**src/design/skf_pkg.sv**
```systemverilog
// Package for the seed-key Feistel cipher: sizes, state codes and the
// control/status structs shared by the top level and the round-function unit.
package skf_pkg;

   localparam int SEED_ROUNDS_DEF    = 16;
   localparam int PAYLOAD_ROUNDS_DEF = 4;

   localparam int HALF_W    = 16;
   localparam int WORD_W    = 32;
   localparam int CSR_W     = 64;
   localparam int CSR_IDX_W = 4;
   localparam int KEY_CNT   = 16;
   localparam int KEY_IDX_W = 4;
   localparam int SBOX_CNT  = 32;
   localparam int SBOX_IDX_W = 5;
   localparam int SBOX_W    = 8;
   localparam int DIGITS    = 4;
   localparam int DIGIT_W   = 4;
   localparam int NIB_CNT_W = 2;
   localparam int ROT_R     = 3;

   localparam logic [CSR_IDX_W-1:0] CSR_KEY_0_3   = 4'd0;
   localparam logic [CSR_IDX_W-1:0] CSR_SBOX_0_7  = 4'd4;
   localparam logic [CSR_IDX_W-1:0] CSR_SBOX_24_31 = 4'd7;

   localparam logic CMD_SEED    = 1'b0;
   localparam logic CMD_PAYLOAD = 1'b1;

   typedef enum logic [1:0] {
      ST_IDLE,
      ST_KEY,
      ST_SUM,
      ST_DONE
   } state_type;

   typedef struct packed {
      logic load;
      logic step;
   } mix_ctl_type;

   typedef struct packed {
      logic last;
   } mix_stat_type;

endpackage

```
**src/design/seed_key_feistel_cipher_top.sv**
```systemverilog
// Seed-key Feistel cipher, top level: register file, round sequencer, result strobe.
// Depends on skf_pkg and skf_fmix.
//
// One 32-bit word per command. Each round has a key-fetch state (ST_KEY) and
// then one step per table digit of the round function (ST_SUM), four digits,
// as the round function shares a single table read port. After the last round
// (SEED_ROUNDS, 16 by default, in seed-key mode; PAYLOAD_ROUNDS, 4 by default,
// in payload mode) comes the result state ST_DONE. A new word is accepted only
// in ST_IDLE, and busy stays high until the result
// cycle has ended; rsp_valid is high for that single cycle and the result
// is not held, so the receiver must take it then.
module seed_key_feistel_cipher_top #(
   parameter int SEED_ROUNDS    = skf_pkg::SEED_ROUNDS_DEF,
   parameter int PAYLOAD_ROUNDS = skf_pkg::PAYLOAD_ROUNDS_DEF
) (
   input  logic                           clock,
   input  logic                           reset,
   input  logic                           start,
   output logic                           busy,
   input  logic                           req_cmd,
   input  logic [skf_pkg::WORD_W-1:0]     req_data_word,
   output logic                           rsp_valid,
   output logic [skf_pkg::WORD_W-1:0]     rsp_result_word,
   input  logic                           csr_wr_en,
   input  logic [skf_pkg::CSR_IDX_W-1:0]  csr_index,
   input  logic [skf_pkg::CSR_W-1:0]      csr_wdata
);

   localparam int MaxRounds = (SEED_ROUNDS > PAYLOAD_ROUNDS) ? SEED_ROUNDS : PAYLOAD_ROUNDS;
   localparam int CntW      = $clog2(MaxRounds + 1);
   localparam int KeysPerCsr = skf_pkg::CSR_W / skf_pkg::HALF_W;
   localparam int SboxPerCsr = skf_pkg::CSR_W / skf_pkg::SBOX_W;

   logic [skf_pkg::HALF_W-1:0] key_ff  [skf_pkg::KEY_CNT];
   logic [skf_pkg::SBOX_W-1:0] sbox_ff [skf_pkg::SBOX_CNT];

   skf_pkg::state_type state_ff, state_in;

   logic [skf_pkg::HALF_W-1:0]    hi_ff, hi_in, lo_ff, lo_in;
   logic [CntW-1:0]               left_ff, left_in;
   logic [skf_pkg::KEY_IDX_W-1:0] kidx_ff, kidx_in;
   logic                          rev_ff, rev_in;

   skf_pkg::mix_ctl_type          mix_ctl;
   skf_pkg::mix_stat_type         mix_stat;
   logic [skf_pkg::SBOX_IDX_W-1:0] sbox_addr;
   logic [skf_pkg::HALF_W-1:0]    f_val;
   logic [skf_pkg::HALF_W-1:0]    x_val;
   logic                          accept;

   // configuration registers
   always_ff @(posedge clock) begin
      if (reset) begin
         for (int i = 0; i < skf_pkg::KEY_CNT; i++) key_ff[i] <= '0;
         for (int i = 0; i < skf_pkg::SBOX_CNT; i++) sbox_ff[i] <= '0;
      end else if (csr_wr_en) begin
         if (csr_index < skf_pkg::CSR_SBOX_0_7) begin
            for (int i = 0; i < KeysPerCsr; i++)
               key_ff[skf_pkg::KEY_IDX_W'((csr_index[1:0] * KeysPerCsr) + i)] <=
                  csr_wdata[i*skf_pkg::HALF_W +: skf_pkg::HALF_W];
         end else if (csr_index <= skf_pkg::CSR_SBOX_24_31) begin
            for (int i = 0; i < SboxPerCsr; i++)
               sbox_ff[skf_pkg::SBOX_IDX_W'((csr_index[1:0] * SboxPerCsr) + i)] <=
                  csr_wdata[i*skf_pkg::SBOX_W +: skf_pkg::SBOX_W];
         end
      end
   end

   assign accept = start && (state_ff == skf_pkg::ST_IDLE);
   assign x_val  = lo_ff ^ key_ff[kidx_ff];

   skf_fmix u_fmix (
      .clock     (clock),
      .reset     (reset),
      .ctl       (mix_ctl),
      .x_in      (x_val),
      .sbox_addr (sbox_addr),
      .sbox_byte (sbox_ff[sbox_addr]),
      .stat      (mix_stat),
      .f_out     (f_val)
   );

   always_ff @(posedge clock) begin
      if (reset) begin
         state_ff <= skf_pkg::ST_IDLE;
         left_ff  <= '0;
      end else begin
         state_ff <= state_in;
         left_ff  <= left_in;
      end
   end

   always_ff @(posedge clock) begin
      hi_ff   <= hi_in;
      lo_ff   <= lo_in;
      kidx_ff <= kidx_in;
      rev_ff  <= rev_in;
   end

   always_comb begin
      state_in     = state_ff;
      hi_in        = hi_ff;
      lo_in        = lo_ff;
      left_in      = left_ff;
      kidx_in      = kidx_ff;
      rev_in       = rev_ff;
      mix_ctl.load = 1'b0;
      mix_ctl.step = 1'b0;
      busy         = 1'b1;
      rsp_valid    = 1'b0;
      case (state_ff)
         skf_pkg::ST_IDLE: begin
            busy = 1'b0;
            if (accept) begin
               hi_in = req_data_word[skf_pkg::WORD_W-1:skf_pkg::HALF_W];
               lo_in = req_data_word[skf_pkg::HALF_W-1:0];
               if (req_cmd == skf_pkg::CMD_PAYLOAD) begin
                  left_in = CntW'(PAYLOAD_ROUNDS);
                  kidx_in = '0;
                  rev_in  = 1'b0;
               end else begin
                  left_in = CntW'(SEED_ROUNDS);
                  kidx_in = skf_pkg::KEY_IDX_W'(SEED_ROUNDS - 1);
                  rev_in  = 1'b1;
               end
               state_in = skf_pkg::ST_KEY;
            end
         end
         skf_pkg::ST_KEY: begin
            mix_ctl.load = 1'b1;
            state_in     = skf_pkg::ST_SUM;
         end
         skf_pkg::ST_SUM: begin
            mix_ctl.step = 1'b1;
            if (mix_stat.last) begin
               hi_in   = lo_ff;
               lo_in   = f_val ^ hi_ff;
               left_in = left_ff - 1'b1;
               kidx_in = rev_ff ? (kidx_ff - 1'b1) : (kidx_ff + 1'b1);
               state_in = (left_ff == CntW'(1)) ? skf_pkg::ST_DONE : skf_pkg::ST_KEY;
            end
         end
         skf_pkg::ST_DONE: begin
            rsp_valid = 1'b1;
            state_in  = skf_pkg::ST_IDLE;
         end
         default: begin
            state_in = skf_pkg::ST_IDLE;
         end
      endcase
   end

   // final swap of the halves
   assign rsp_result_word = {lo_ff, hi_ff};

`ifndef SYNTHESIS
   a_accept_to_key: assert property (@(posedge clock) disable iff (reset)
      accept |=> (state_ff == skf_pkg::ST_KEY))
      else $error("accepted word did not start a round");
   a_done_to_idle: assert property (@(posedge clock) disable iff (reset)
      rsp_valid |=> (!rsp_valid && !busy))
      else $error("result strobe not a single cycle");
   a_rounds_spent: assert property (@(posedge clock) disable iff (reset)
      rsp_valid |-> (left_ff == '0))
      else $error("result before all rounds ran");
   a_sum_has_round: assert property (@(posedge clock) disable iff (reset)
      (state_ff == skf_pkg::ST_SUM) |-> (left_ff != '0))
      else $error("round step with no round left");
   a_key_after_round: assert property (@(posedge clock) disable iff (reset)
      (state_ff == skf_pkg::ST_KEY) |=> (state_ff == skf_pkg::ST_SUM))
      else $error("key fetch not followed by digit steps");
`endif

endmodule

```
**src/design/skf_fmix.sv**
```systemverilog
// Round function of the cipher, one 4-bit table digit per cycle while step is high.
// Holds the index shift register and the sum accumulator; uses skf_pkg.
module skf_fmix (
   input  logic                          clock,
   input  logic                          reset,
   input  skf_pkg::mix_ctl_type          ctl,
   input  logic [skf_pkg::HALF_W-1:0]    x_in,
   output logic [skf_pkg::SBOX_IDX_W-1:0] sbox_addr,
   input  logic [skf_pkg::SBOX_W-1:0]    sbox_byte,
   output skf_pkg::mix_stat_type         stat,
   output logic [skf_pkg::HALF_W-1:0]    f_out
);

   logic [skf_pkg::HALF_W:0]         x_ff;
   logic [skf_pkg::HALF_W:0]         x_in_v;
   logic [skf_pkg::HALF_W-1:0]       sum_ff;
   logic [skf_pkg::HALF_W-1:0]       sum_in;
   logic [skf_pkg::HALF_W-1:0]       term;
   logic [skf_pkg::NIB_CNT_W-1:0]    nib_ff;
   logic [skf_pkg::NIB_CNT_W-1:0]    nib_in;

   // x32 = {x, x}: slices never reach past bit 16, so only x[0] is repeated
   assign x_in_v    = {x_in[0], x_in};
   assign sbox_addr = x_ff[skf_pkg::SBOX_IDX_W-1:0];
   assign term      = skf_pkg::HALF_W'(sbox_byte) << {nib_ff, 2'b00};
   assign sum_in    = sum_ff + term;
   assign f_out     = {sum_in[skf_pkg::ROT_R-1:0], sum_in[skf_pkg::HALF_W-1:skf_pkg::ROT_R]};
   assign stat.last = (nib_ff == skf_pkg::NIB_CNT_W'(skf_pkg::DIGITS - 1));
   assign nib_in    = nib_ff + 1'b1;

   always_ff @(posedge clock) begin
      if (reset) begin
         nib_ff <= '0;
      end else if (ctl.load) begin
         nib_ff <= '0;
      end else if (ctl.step) begin
         nib_ff <= nib_in;
      end
   end

   always_ff @(posedge clock) begin
      if (ctl.load) begin
         x_ff   <= x_in_v;
         sum_ff <= '0;
      end else if (ctl.step) begin
         x_ff   <= x_ff >> skf_pkg::DIGIT_W;
         sum_ff <= sum_in;
      end
   end

endmodule
```
**config.mk**
```make
export PLATFORM = sky130hd
export DESIGN_NAME = seed_key_feistel_cipher_top
export DESIGN_NICKNAME = d
export VERILOG_FILES = /design/src/design/skf_pkg.sv /design/src/design/seed_key_feistel_cipher_top.sv /design/src/design/skf_fmix.sv
export SDC_FILE = /design/constraint.sdc
export NUM_CORES = 1
export LEC_CHECK = 0
export ABC_AREA = 1
export BUFFER_PORTS_ARGS = -buffer_cell sky130_fd_sc_hd__clkbuf_2
export CELL_PAD_IN_SITES_DETAIL_PLACEMENT = 0
export CELL_PAD_IN_SITES_GLOBAL_PLACEMENT = 1
export CORE_MARGIN = 2
export CORE_UTILIZATION = 49
export DETAILED_ROUTE_END_ITERATION = 16
export PLACE_DENSITY_LB_ADDON = 0.05
export SLEW_MARGIN = 20
export SYNTH_ARGS = -nofsm -noshare
export SYNTH_HDL_FRONTEND = slang
export SYNTH_SLANG_ARGS = --single-unit
```
**constraint.sdc**
```tcl
create_clock -name clock -period 3.7 [get_ports clock]
set_clock_uncertainty 0.1 [all_clocks]
set_input_delay 0.37 -clock clock [delete_from_list [all_inputs] [get_ports clock]]
set_output_delay 0.37 -clock clock [all_outputs]
set_load 0.02 [all_outputs]
```
==> results.ini, run 1 <==
[status]
status = finished clean

[run]
maxCapViolCount = 0

[clock_network]
cts-root-buf = clkbuf_16
htreeDepth = 3
tritoncts = built
worst_skew_pair.late_latency_ns = 0.60
cts_made_buffers = 66
clkSinkCount = 600
clockBufferDepth = 3
path_clk_slew_ns = 0.06

[final_layout]
drive_gt1_frac = 0.152
diodes = 0
syn2layout_area_growth_pct = 17.2
fillers = 4664
nets = 2911

[worst_setup_path]
required_ns = 3.92
slowest_stage = dfxtp_4
startpoint_type = flip-flop
timing.critical_path.cells = buf_4 > clkbuf_16 > nor2_1 > o22ai_1 > nor2_1 > o211ai_1 > nand3_2 > buf_4 > a21oi_2 > ha_1 > buf_4 > nand2_1 > nor2_1 > buf_4 > nand3_1 > nand2_1 > a21oi_1 > o21ai_0 > buf_4 > mux2i_1
arrival_ns = 3.78
cp_common_cell = buf_4
cp_max_fo = 18
crit_type = flip-flop to flip-flop
cpPeakStageDelay_ns = 0.44
rr_worst_depth = 20
critPathCaptureType = flip-flop

[power]
finalPower_uw = 25300
power_frac_comb = 0.394
internal_power_uw = 15600
clkPwrFrac = 0.249
seq_power_share = 0.357
ir_worst_vdd_v = 0.000582
switching_share = 0.384
powerDensity_nw_per_um2 = 799
p_switching_uw = 9710
p_leak_uw = 0.0122

[yosys]
yosys.area.top_type = edfxtp_1
synthCells = 2611
ys_warn_count = 0
synth_area_um2 = 27100
syn_area_per_cell_um2 = 10.4
yosysMostFrequentCell = nor2_1
async_reset_ff_frac = 0
synth-edff-count = 566
synth_ff_type = edfxtp_1
yosysUniqueCellTypes = 38
ys_ff_latch = 600
yosysSeqAreaShare = 0.653
syn_nets = 2742
yosysTopAreaCellShare = 0.628
synthTopCellsByCount = nor2_1, edfxtp_1, nand2_1
synthTopCellsByArea = edfxtp_1, nor2_1, o21ai_0

[sta]
hold_violations = 0
whs_ns = 0.0557
worst_pin_slew_ns = 1.11
min_period_ns = 3.56
max_freq_mhz = 281
relSlewSlack = 0.262
timing.final.crit_share = 0.961
slew_violations = 0
setup_viol = 0

[routing]
drc = 0
drtIter0Drc = 1951
first_pass_iters = 5
wire_per_inst_um = 23.6
num_vias = 20563
ant_nets = 0
via_per_inst = 5.82
routed_wl_um = 83500

[die]
io_pins = 139
core_area_um2 = 54900
die_w_um = 239
die_h_um = 239
rows = 86
dieArea_um2 = 57100
initial_core_util = 0.493

[global_routing]
grt_pass1_vias = 19314
grt.overflow.total = 0
grt_max_degree = 66
antenna_found_initial = 0
grtUsageTotal = 0.286
grt_pass1_wl_um = 121000

[place]
place_hpwl_um = 51800
io_buffer_count = 138
globalplace.congestion = 0.871

[worst_hold_path]
holdPathStages = 3
hp-class = input port to flip-flop

## state kept, by name, indices dropped and copies added (netlist names), named ones only
name	flops
hi_ff	16
key_ff	256
kidx_ff	4
left_ff	5
lo_ff	16
rev_ff	1
sbox_ff	256
state_ff	2
u_fmix.nib_ff	2
u_fmix.sum_ff	16
u_fmix.x_ff	17
## worst paths after layout
check	startpoint	end	slack (ns)
worst min-delay path	start	rev_ff	0.06
worst max-delay path	flip-flop	lo_ff[11]	0.14
worst min register to register	left_ff[0]	left_ff[0]	0.37
worst max register to register	flip-flop	lo_ff[11]	0.14
## worst max-delay path: cells and delay by family, from the launching register on
family | cells | cell delay [ns]
multiplexers | 1 | 0.11
flip-flops | 1 | 0.44
buffers and inverters | 6 | 0.96
AO/OA/AOI/OAI | 5 | 0.84
adder cells (fa/ha/maj) | 1 | 0.29
AND/OR/NAND/NOR | 7 | 0.57
## timing repair
action                                  in CTS  in global routing
buffers inserted                             0                  7
endpoints found under the hold margin       24                  0
hold buffers                                21                  0
pin swaps                                    0                 27
resized for setup                            4                 82
endpoints found under the setup margin       4                 17
cloned                                       0                  9
## layer usage
layer / wire, um / global-route usage / part of all wire / up-vias
met3: 6310 / 0.0445 / 0.076 / 114
met5: 0 / 0 / 0 / -
met4: 1800 / 0.0788 / 0.022 / 0
li1: - / - / - / 9432
met1: 37200 / 0.415 / 0.45 / 10130
met2: 38200 / 0.451 / 0.46 / 887
## cell type report
class                      instances  area [um2]  share of cell area
clock inverter                    25         198             0.00624
multi-input combinational       1723        8490               0.268
sequential                       600       17700               0.558
timing repair buffer             279        2190              0.0691
inverter                         110         427              0.0135
tap                              704         881              0.0278
clock buffer                      91        1830              0.0577
## power by group through the flow
stage	clock network [uW]	registers (uW)	logic, uW
after CTS	6390	9010	9090
after global placement	0	9130	8930
after detailed placement	0	9150	9010
after floorplan	0	9110	5530
after global routing	6650	9120	10800
final	6310	9040	9970
## placed cells by master (no fill, tap or decap), drive strengths merged
cell type / n
buf: 112
ha: 24
bufinv: 3
nor3: 3
a31oi: 5
o211ai: 28
inv: 107
o221ai: 80
nor2: 774
mux2i: 2
o21bai: 1
fa: 2
edfxtp: 566
xnor2: 20
clkinv: 24
clkinvlp: 1
o21ai: 293
nand3: 115
o31ai: 1
a221oi: 2
dlygate4sd3: 21
or2: 7
a211oi: 1
clkbuf: 237
o22ai: 33
nand2: 270
xor2: 2
a32oi: 2
dfxtp: 34
nand4: 2
a21oi: 56
## logic make-up after synthesis
| kind of cell | synth area share |
|---|---|
| and+or+nand+nor | 0.169 |
| DFF | 0.653 |
| AOI/OAI and AO/OA | 0.109 |
| buffers and inverters | 0.0475 |
| adders and majority gates | 0.0126 |
| xor gates and xnor gates | 0.00712 |
| muxes | 0.000740 |
## per-stage QoR
step,std cells,worst slack [ns],TNS [ns],utilization,area (um2)
CTS,3516,0.00506,0,0.568,31200
floorplan,2611,0.334,0,-,27100
global placement,3379,-0.0597,-0.156,0.527,28900
finish,3532,0.143,0,0.578,31700
global route,3532,-0.0541,-0.0788,0.578,31700
detailed placement,3379,-0.0423,-0.0609,0.527,28900
Power figures use the tool's default switching activity.
==> inputs of run 2 (changes only) <==
Settings changed: ABC_AREA 1 to not set, CORE_UTILIZATION 49 to 52.
==> run 2 against run 1 <==
Net effect:
- the run now ends with setup timing left
- flip-flop and latch count did not move
- die area fell by 3.5%
- combinational power shrank 7.7%
==> results.ini, run 2 <==
[clock_network]
worst_skew_pair.late_latency_ns = 0.64
path_clk_slew_ns = 0.06
cts-root-buf = clkbuf_16
cts_made_buffers = 61
tritoncts = built
htreeDepth = 2
clockBufferDepth = 3
clkSinkCount = 600

[yosys]
async_reset_ff_frac = 0
yosysMostFrequentCell = edfxtp_1
yosysUniqueCellTypes = 57
synth_ff_type = edfxtp_1
synthCells = 1797
syn_nets = 1928
synth_area_um2 = 27700
yosys.area.top_type = edfxtp_1
syn_area_per_cell_um2 = 15.4
yosysTopAreaCellShare = 0.614
yosysSeqAreaShare = 0.638
synthTopCellsByCount = edfxtp_1, and2_1, mux4_2
synthTopCellsByArea = edfxtp_1, mux4_2, and2_1
ys_ff_latch = 600
synth-edff-count = 566
ys_warn_count = 0

[worst_setup_path]
slowest_stage = mux4_2
cp_num_buf_inv = 3
cpPeakStageDelay_ns = 0.51
crit_family = multiplexers
required_ns = 3.98
timing.critical_path.cells = buf_12 > buf_12 > mux4_2 > mux4_2 > mux2i_1 > buf_4 > nor3_1 > ha_2 > o21ai_2 > o21ai_4 > a211oi_4 > o211ai_1 > nand2_1 > xnor3_1 > mux2_2
cp_max_fo = 8
critPathCaptureType = flip-flop
startpoint_type = flip-flop
crit_type = flip-flop to flip-flop
arrival_ns = 4.52

[global_routing]
grtUsageTotal = 0.249
grt_max_degree = 73
grt_pass1_vias = 16298
grt_pass1_wl_um = 102000
grt.overflow.total = 0
antenna_found_initial = 6

[final_layout]
final_cell_mix = edfxtp_1, and2_1, mux4_2, clkbuf_2, buf_4
fillers = 3919
syn2layout_area_growth_pct = 19.0
post-route-util = 0.627
nets = 2196
top_regs = key_ff: 256 flops, sbox_ff: 256 flops, u_fmix.x_ff: 17 flops
drive_gt1_frac = 0.304
mostFrequentLayoutCell = edfxtp_1
fin_cells = 2806

[sta]
slew_violations = 0
relSlewSlack = 0.350
finalSetupTns_ns = -7.89
max_freq_mhz = 236
timing.final.crit_share = 1.15
layout_setup_ws_ns = -0.538
min_period_ns = 4.24
worst_pin_slew_ns = 0.975
hold_violations = 0
setup_viol = 23
rsz0062_at_grt = yes

[worst_hold_path]
hp-class = input port to flip-flop

[power]
p_leak_uw = 0.0120
finalPower_uw = 24100
powerDensity_nw_per_um2 = 733
ir_worst_vdd_v = 0.000401

[die]
dieArea_um2 = 55100
initial_core_util = 0.527
die_h_um = 235
rows = 84
io_pins = 139
die_w_um = 235
core_area_um2 = 52600

[routing]
drtIter0Drc = 1208
routed_wl_um = 68200
wl_met3_um = 4280
routed.top_layer = met5
wl_met2_um = 33100
drc = 0
ant_nets = 0
met1_length_um = 29400
num_vias = 15955
wire_per_inst_um = 24.3
first_pass_iters = 5
via_per_inst = 5.69

[place]
dp_cells = 2634
io_buffer_count = 138
place_hpwl_um = 43100
globalplace.congestion = 0.842

[run]
maxCapViolCount = 0

[status]
violations = setup timing
status = finished with violations

==> run 2: cells by family (layout without fill, tap and decap cells) <==
kind of cell	after synthesis	after routing	share of synthesized area
and+or+nand+nor	682	682	0.144
adders and majority gates	26	26	0.0123
AOI/OAI and AO/OA	106	106	0.0246
buffers and inverters	131	451	0.0193
muxes	205	205	0.144
xor gates and xnor gates	47	47	0.0174
DFF	600	600	0.638
other	0	1	0
==> run 2: stage by stage <==
step	worst slack (ns)	cell area [um2]	hold WS, ns
3_3_place_gp	-0.571	30000	0.362
3_5_place_dp	-0.612	30000	0.371
4_1_cts	-0.520	32700	0.00125
2_1_floorplan	-0.449	27800	0.349
6_report	-0.538	32900	0.0224
5_1_grt	-0.704	32900	0.0310
==> run 2: worst paths after layout <==
kind,startpoint,end,slack [ns],cells past startpoint
setup / recovery,flip-flop,lo_ff[12],-0.54,15
hold / removal,start,rev_ff,0.02,3
setup reg to reg,flip-flop,lo_ff[12],-0.54,15
hold reg to reg,u_fmix.x_ff[2],flip-flop,0.38,1
==> run 2: worst reg2reg max path, stage by stage (launching register included) <==
cell	delay, ns
dfxtp_4	0.39
buf_12	0.14
buf_12	0.14
mux4_2	0.50
mux4_2	0.51
mux2i_1	0.18
buf_4	0.18
nor3_1	0.07
ha_2	0.31
o21ai_2	0.27
o21ai_4	0.12
a211oi_4	0.32
o211ai_1	0.18
nand2_1	0.13
xnor3_1	0.20
mux2_2	0.27
==> run 2: power breakdown <==
| group | internal, uW | switching [uW] | total [uW] |
|---|---|---|---|
| Sequential | 8270 | 577 | 8840 |
| Clock | 3460 | 2640 | 6100 |
| Combinational | 4720 | 4480 | 9200 |
==> run 2: area by class of cell <==
cell class	instances	area, um2	share of cell area
clock buffer	73	1580	0.0480
sequential	600	17700	0.537
antenna	1	2.50	0.0000759
timing repair buffer	317	2430	0.0737
clock inverter	42	375	0.0114
multi-input combinational	1066	9940	0.302
inverter	19	71.3	0.00216
tap	688	861	0.0261
==> run 2: layer usage <==
| metal | global-route usage | vias up |
|---|---|---|
| met5 | 0 | - |
| met4 | 0.0595 | 8 |
| met3 | 0.0430 | 97 |
| met2 | 0.410 | 474 |
| met1 | 0.349 | 8179 |
| li1 | - | 7197 |
==> run 2: what timing repair did <==
action / in CTS / in global routing
cloned: 2 / 0
hold buffers: 33 / 0
pin swaps: 32 / 37
hold endpoints to repair: 33 / 0
buffers inserted: 19 / 10
gates resized for setup: 53 / 41
setup endpoints to repair: 21 / 26
